--- src/rtl/lzwvw_pkg.sv ---
`default_nettype none
package lzwvw_pkg;

   localparam int unsigned WIDTH_W     = 5;
   localparam int unsigned SEED_CODES  = 256;
   localparam int unsigned EPOCH_W     = 8;
   localparam int unsigned CODE_OUT_W  = 12;
   localparam int unsigned WIDTH_OUT_W = 4;
   localparam logic [WIDTH_W-1:0] START_WIDTH = 5'd9;

   typedef enum logic [2:0] {
      ST_IDLE,
      ST_DECODE,
      ST_READ,
      ST_CMP,
      ST_OUT_MISS,
      ST_LOAD_FINAL,
      ST_OUT_FINAL,
      ST_CLEAR
   } lzw_state_type;

   typedef struct packed {
      logic load_in;
      logic start_msg;
      logic probe_start;
      logic probe_next;
      logic rd_en;
      logic hit;
      logic miss;
      logic emit_final;
      logic clr_step;
   } lzw_cmd_type;

   typedef struct packed {
      logic prefix_valid;
      logic in_last;
      logic slot_live;
      logic key_match;
      logic need_clear;
      logic clr_last;
   } lzw_status_type;

endpackage
`default_nettype wire

--- src/rtl/lzwvw_ctrl.sv ---
`default_nettype none
module lzwvw_ctrl
   import lzwvw_pkg::*;
(
   input  wire logic           clock,
   input  wire logic           reset,
   input  wire logic           req_tvalid,
   output logic                req_tready,
   output logic                rsp_tvalid,
   input  wire logic           rsp_tready,
   input  wire lzw_status_type status,
   output lzw_cmd_type         cmd
);

   lzw_state_type state_ff, state_in;

   always_ff @(posedge clock) begin
      if (reset) begin
         state_ff <= ST_IDLE;
      end else begin
         state_ff <= state_in;
      end
   end

   always_comb begin
      state_in   = state_ff;
      cmd        = '0;
      req_tready = 1'b0;
      rsp_tvalid = 1'b0;
      case (state_ff)
         ST_IDLE: begin
            if (status.need_clear) begin
               state_in = ST_CLEAR;
            end else begin
               req_tready = 1'b1;
               if (req_tvalid) begin
                  cmd.load_in = 1'b1;
                  state_in    = ST_DECODE;
               end
            end
         end
         ST_DECODE: begin
            if (!status.prefix_valid) begin
               cmd.start_msg = 1'b1;
               state_in = status.in_last ? ST_LOAD_FINAL : ST_IDLE;
            end else begin
               cmd.probe_start = 1'b1;
               state_in = ST_READ;
            end
         end
         ST_READ: begin
            cmd.rd_en = 1'b1;
            state_in  = ST_CMP;
         end
         ST_CMP: begin
            if (status.slot_live && status.key_match) begin
               cmd.hit  = 1'b1;
               state_in = status.in_last ? ST_LOAD_FINAL : ST_IDLE;
            end else if (status.slot_live) begin
               // occupied by another key, try the next slot
               cmd.probe_next = 1'b1;
               state_in = ST_READ;
            end else begin
               cmd.miss = 1'b1;
               state_in = ST_OUT_MISS;
            end
         end
         ST_OUT_MISS: begin
            rsp_tvalid = 1'b1;
            if (rsp_tready) begin
               state_in = status.in_last ? ST_LOAD_FINAL : ST_IDLE;
            end
         end
         ST_LOAD_FINAL: begin
            cmd.emit_final = 1'b1;
            state_in = ST_OUT_FINAL;
         end
         ST_OUT_FINAL: begin
            rsp_tvalid = 1'b1;
            if (rsp_tready) begin
               state_in = ST_IDLE;
            end
         end
         ST_CLEAR: begin
            cmd.clr_step = 1'b1;
            if (status.clr_last) begin
               state_in = ST_IDLE;
            end
         end
         default: begin
            state_in = ST_IDLE;
         end
      endcase
   end

   a_no_accept_while_busy: assert property (@(posedge clock) disable iff (reset)
      req_tready |-> (state_ff == ST_IDLE) && !status.need_clear)
      else $error("input taken while busy");

   a_rsp_only_after_load: assert property (@(posedge clock) disable iff (reset)
      $rose(rsp_tvalid) |-> ($past(cmd.miss) || $past(cmd.emit_final)))
      else $error("result shown without a load");

   a_clear_no_rsp: assert property (@(posedge clock) disable iff (reset)
      cmd.clr_step |-> !rsp_tvalid && !req_tready)
      else $error("clearing overlaps traffic");

endmodule
`default_nettype wire

--- config.mk ---
export PLATFORM = sky130hd
export DESIGN_NAME = lzwvw_ctrl
export DESIGN_NICKNAME = d
export VERILOG_FILES = /design/src/rtl/lzwvw_pkg.sv /design/src/rtl/lzwvw_ctrl.sv
export SDC_FILE = /design/constraint.sdc
export NUM_CORES = 1
export LEC_CHECK = 0
export ABC_CLOCK_PERIOD_IN_PS = 1400
export BUFFER_PORTS_ARGS = -buffer_cell sky130_fd_sc_hd__buf_2
export CAP_MARGIN = 10
export CELL_PAD_IN_SITES_DETAIL_PLACEMENT = 0
export CELL_PAD_IN_SITES_GLOBAL_PLACEMENT = 1
export CORE_MARGIN = 2
export CORE_UTILIZATION = 23
export DETAILED_ROUTE_END_ITERATION = 16
export HOLD_SLACK_MARGIN = 0.05
export PLACE_DENSITY = 0.82
export SLEW_MARGIN = 20
export SYNTH_ARGS = -nofsm -noshare
export SYNTH_HDL_FRONTEND = slang
export SYNTH_SLANG_ARGS = --single-unit
--- constraint.sdc ---
create_clock -name clock -period 1.4 [get_ports clock]
set_clock_uncertainty 0.2 [all_clocks]
set_input_delay 0.14 -clock clock [delete_from_list [all_inputs] [get_ports clock]]
set_output_delay 0.14 -clock clock [all_outputs]
set_load 0.02 [all_outputs]
======== Word-level counts from Yosys, hierarchy flattened ========
Cells that the tools add are included.
cells by class
  equal/unequal tests ..................... 11
  multiplexer cells ....................... 29
  reductions and logical operators ........ 4
operator list
  kind                                                  number
  2-to-1 mux 3 bit                                      9
  one-hot mux 3 bit (8 select lines)                    1
  2-to-1 mux 1 bit                                      17
  equality test 3 bit (second input constant)           4
  equality test 3 x 2 -> 1 bit (second input constant)  2
  inequality test 2 bit (second input constant)         3
  2-to-1 mux 2 bit                                      2
  AND reduction 4 bit                                   1
  equality test 3 x 1 -> 1 bit (second input constant)  1
  logical NOT 3 bit                                     1
  inequality test 3 bit (second input constant)         1
  OR reduction 2 bit                                    1
  logical AND 1 bit                                     1
storage, ports and cells
  bits in registers ....................... 3
  input port bits ......................... 10
  output and inout port bits .............. 11
  logic and storage cells ................. 45

======== Depth between registers and ports, before layout ========
  depth after elaboration ................. 3
  depth in mapped cells ................... 5
  gate-level depth less buffers ........... 4

======== Least setup slack after synthesis ========
OpenSTA, ideal clock, no wires.
  path kind ............................... reg-to-output
  start ................................... register state_ff[0]
  end ..................................... output port cmd[8] in the netlist's numbering
  arrival ................................. 1300 ps
  required time ........................... 1060 ps
  slack ................................... -240 ps
  cell stages (with the launch flop) ...... 4
  buffers on the path ..................... 1
  cells stage by stage .................... dfxtp_1 buf_6 or2_4 nor4_1
RTL lines
  element                 RTL line          source
  from (decl)             lzwvw_ctrl.sv:15  lzw_state_type state_ff, state_in;
  from (signal assigned)  lzwvw_ctrl.sv:21  state_ff <= state_in;
  to (decl)               lzwvw_ctrl.sv:12  output lzw_cmd_type cmd

======== Worst setup path in the final report ========
  start ................................... register state_ff[0]
  end ..................................... register state_ff[0]
on the way
  cells in the longest elaborated chain, start to end .. 3
  elaborated cells between the ends (all ways) .. 14
  classes of those cells .................. eq/ne (11); mux (1); reduce/logical (2)
ends and longest elaborated chain
  element                                                                          RTL line          source
  equality test 3 bit or logical NOT 3 bit (tied branches)                         lzwvw_ctrl.sv:30  case (state_ff)
  inequality test 2 bit (no source line) or inequality test 3 bit (tied branches)  n/a
  AND reduction 4 bit (no source line)                                             n/a
Several ways; a longest one is shown, not always the timed one.
A chain may end at the register's enable or synchronous reset.

==> results.py <==
metrics = {
    "status": {
        "outcome": "finished, violations left",
        "violations": "negative setup slack",
    },
    "floorplanning": {
        "io_pins": 21,
        "placementRows": 13,
        "die_area_um2": 1737,
        "core-area_um2": 1318,
        "dieWidth_um": 41.68,
        "start_util_pct": 24.79,
        "dieHeight_um": 41.68,
    },
    "detailed_routing": {
        "dr.pass1.iters": 4,
        "drc_errors": 0,
        "drt_first_iter_violations": 6,
        "wl_met2_um": 636,
        "wl_met1_um": 466,
        "detail-route-antenna-nets": 0,
        "via_count": 477,
        "top_layer": "met3",
        "wl_met3_um": 72,
        "wl_per_cell_um": 12.63,
        "vias_per_cell": 5.129,
        "routed_wl_mm": 1.175,
    },
    "clock_network": {
        "cts.path.max_buffers": 2,
        "clock-sinks": 3,
        "cts_tree": "done",
        "h-tree-depth": 1,
        "clk_pin_slew_ns": 0.04,
        "cts_root_buf": "clkbuf_4",
        "cts_made_buffers": 3,
        "clk_latency_ns": 0.23,
    },
    "grt": {
        "grt-ovfl-total": 0,
        "grt_usage_pct": 13.11,
        "grt_pass1_vias": 383,
        "grt_max_degree": 10,
        "antenna_found_initial": 0,
        "grt_pass1_wl_mm": 1.752,
    },
    "finish": {
        "largestRegisters": "state_ff x3",
        "drive_gt1_share_pct": 66.67,
        "antenna_cells": 0,
        "fin_area_um2": 661.9,
        "fillers": 133,
        "final_cell_mix": "buf_4 (15), buf_2 (11), nor2_1 (5), buf_6 (5), nor3_2 (4)",
        "fin_util_pct": 50.24,
        "largest_register_ffs": 3,
        "layout_commonest_cell": "buf_4",
        "fin_nets": 89,
        "top_register": "state_ff",
        "area_growth_pct": 102.7,
    },
    "job": {
        "cap_violations": 0,
    },
    "worst_setup_path": {
        "worstPathRequired_ns": 1.34,
        "crit_arrival_ns": 1.49,
        "path_class": "register to register",
        "cp-startpoint": "state_ff[0]",
        "crit_path_start_kind": "register",
        "crit_fanout": 7,
        "setup.worst_path.end": "state_ff[0]",
        "regToRegStartpoint": "state_ff[0]",
        "r2r_slack_ns": -0.15,
        "end_kind": "register",
        "rr_worst_depth": 5,
        "timing.rr.end": "state_ff[0]",
    },
    "power_and_ir_drop": {
        "p_per_area_nw_per_um2": 1994,
        "p_seq_share_pct": 15.9,
        "switching_power_mw": 0.5835,
        "power_mw": 1.320,
        "p_comb_share_pct": 72.6,
        "p_clk_share_pct": 11.5,
        "peakVddDrop_mv": 0.6662,
        "p_int_mw": 0.7363,
        "p_leak_nw": 0.3055,
        "p_sw_share_pct": 44.21,
    },
    "synth": {
        "syn_avg_cell_area_um2": 7.257,
        "ys_seq_area_share_pct": 18.39,
        "ys_ff_latch": 3,
        "ys.warnings.count": 0,
        "syn-cell-area_um2": 326.6,
        "synth_top_cell_by_area": "dfxtp_1",
        "syn_nets": 55,
        "synth_top_area_share_pct": 18.39,
        "synth_cells": 45,
        "netlist_top_cells_area": "dfxtp_1 (18%), buf_6 (6.9%), nor2_1 (6.9%)",
        "ys_types": 26,
    },
    "placed_design": {
        "gp_routability_congestion": 0.7685,
        "pre_cts_ws_ns": -0.06681,
        "place_hpwl_um": 722.9,
        "placed_area_um2": 457.9,
        "io_buffers": 20,
    },
    "sta": {
        "max-slew-margin-rel_pct": 78.16,
        "layout_setup_ws_ns": -0.1508,
        "tightest_slew_ns": 0.3224,
        "slew_violations": 0,
        "finalCritPeriodShare_pct": 110.8,
        "fmax_mhz": 644.8,
        "period_minus_slack_ns": 1.551,
        "setup_viol": 8,
        "finalHoldViolCount": 0,
        "tns_ns": -0.6459,
        "rsz0062_at_grt": "yes",
    },
    "min_path": {
        "hp-start": "status[0]",
        "min_path_type": "input pin to register",
    },
}
==> synth_stat cells <==
master     number
a311oi_1        1
nor3_2          1
inv_1           4
o2bb2ai_1       1
buf_6           2
nor2_1          6
a21o_1          1
nand2b_1        1
a211oi_1        2
a21o_2          1
nand2_1         4
dfxtp_1         3
a31oi_1         1
buf_4           1
nor2b_1         1
nand4_1         1
a221o_1         1
o211ai_1        1
o22ai_1         1
or2_4           1
o211a_1         1
nor3_1          4
a21boi_0        1
o311ai_1        1
nor3b_1         2
nor4_1          1
==> worst min-delay path by stage <==
stage | end | slack, ns | depth (start not counted)
2_1_floorplan | state_ff[1] | 0.01 | 1
3_3_place_gp | state_ff[1] | 0.16 | 2
3_5_place_dp | state_ff[1] | 0.16 | 2
4_1_cts | state_ff[1] | 0.05 | 4
5_1_grt | state_ff[2] | 0.11 | 4
6_report | state_ff[2] | 0.1 | 4
==> kinds of logic after synthesis <==
group,Yosys count,share of synthesized area (%)
DFF,3,18.39
and+or+nand+nor,22,35.63
AOI/OAI and AO/OA,13,32.19
buffers and inverters,7,13.79
==> worst max-delay path, stage by stage, from the launching register on <==
cell     delay, ns
dfxtp_4       0.39
or2_4         0.17
nor3_4        0.05
buf_4         0.13
a221o_1       0.34
a31oi_2       0.18
==> cell type report <==
class,count,area (µm²),share of cell area (%)
tap,15,18.77,2.836
inverter,4,20.02,3.025
multi-input combinational,35,294.0,44.42
clock buffer,4,26.28,3.970
timing repair buffer,32,234.0,35.35
sequential,3,68.82,10.40
==> stage by stage <==
stage / hold WS (ns) / instances
6_report: 0.09566 / 93
5_1_grt: 0.1061 / 93
4_1_cts: 0.05447 / 87
3_5_place_dp: 0.1609 / 80
3_3_place_gp: 0.1644 / 80
2_1_floorplan: 0.01276 / 45
==> layer usage <==
layer	track usage, %	vias to the layer above
met1	16.09	219
met5	0	-
met3	3.913	0
met2	20.94	22
li1	-	236
met4	5.806	0
==> repair_timing <==
item | 4_1_cts | 5_1_grt
endpoints found under the hold margin | 3 | 0
gates resized for setup | 14 | 19
setup buffers | 2 | 6
hold buffers | 1 | 0
endpoints found under the setup margin | 13 | 12
pin swaps | 2 | 2
==> power groups by stage <==
stage,sequential (mW),clock (mW),combinational [mW]
floorplan,0.148,0,0.540
global placement,0.185,0,0.629
detailed placement,0.187,0,0.630
CTS,0.209,0.155,0.728
global route,0.219,0.171,1.03
finish,0.210,0.152,0.958
No activity file was read; power rests on OpenSTA's default activity.
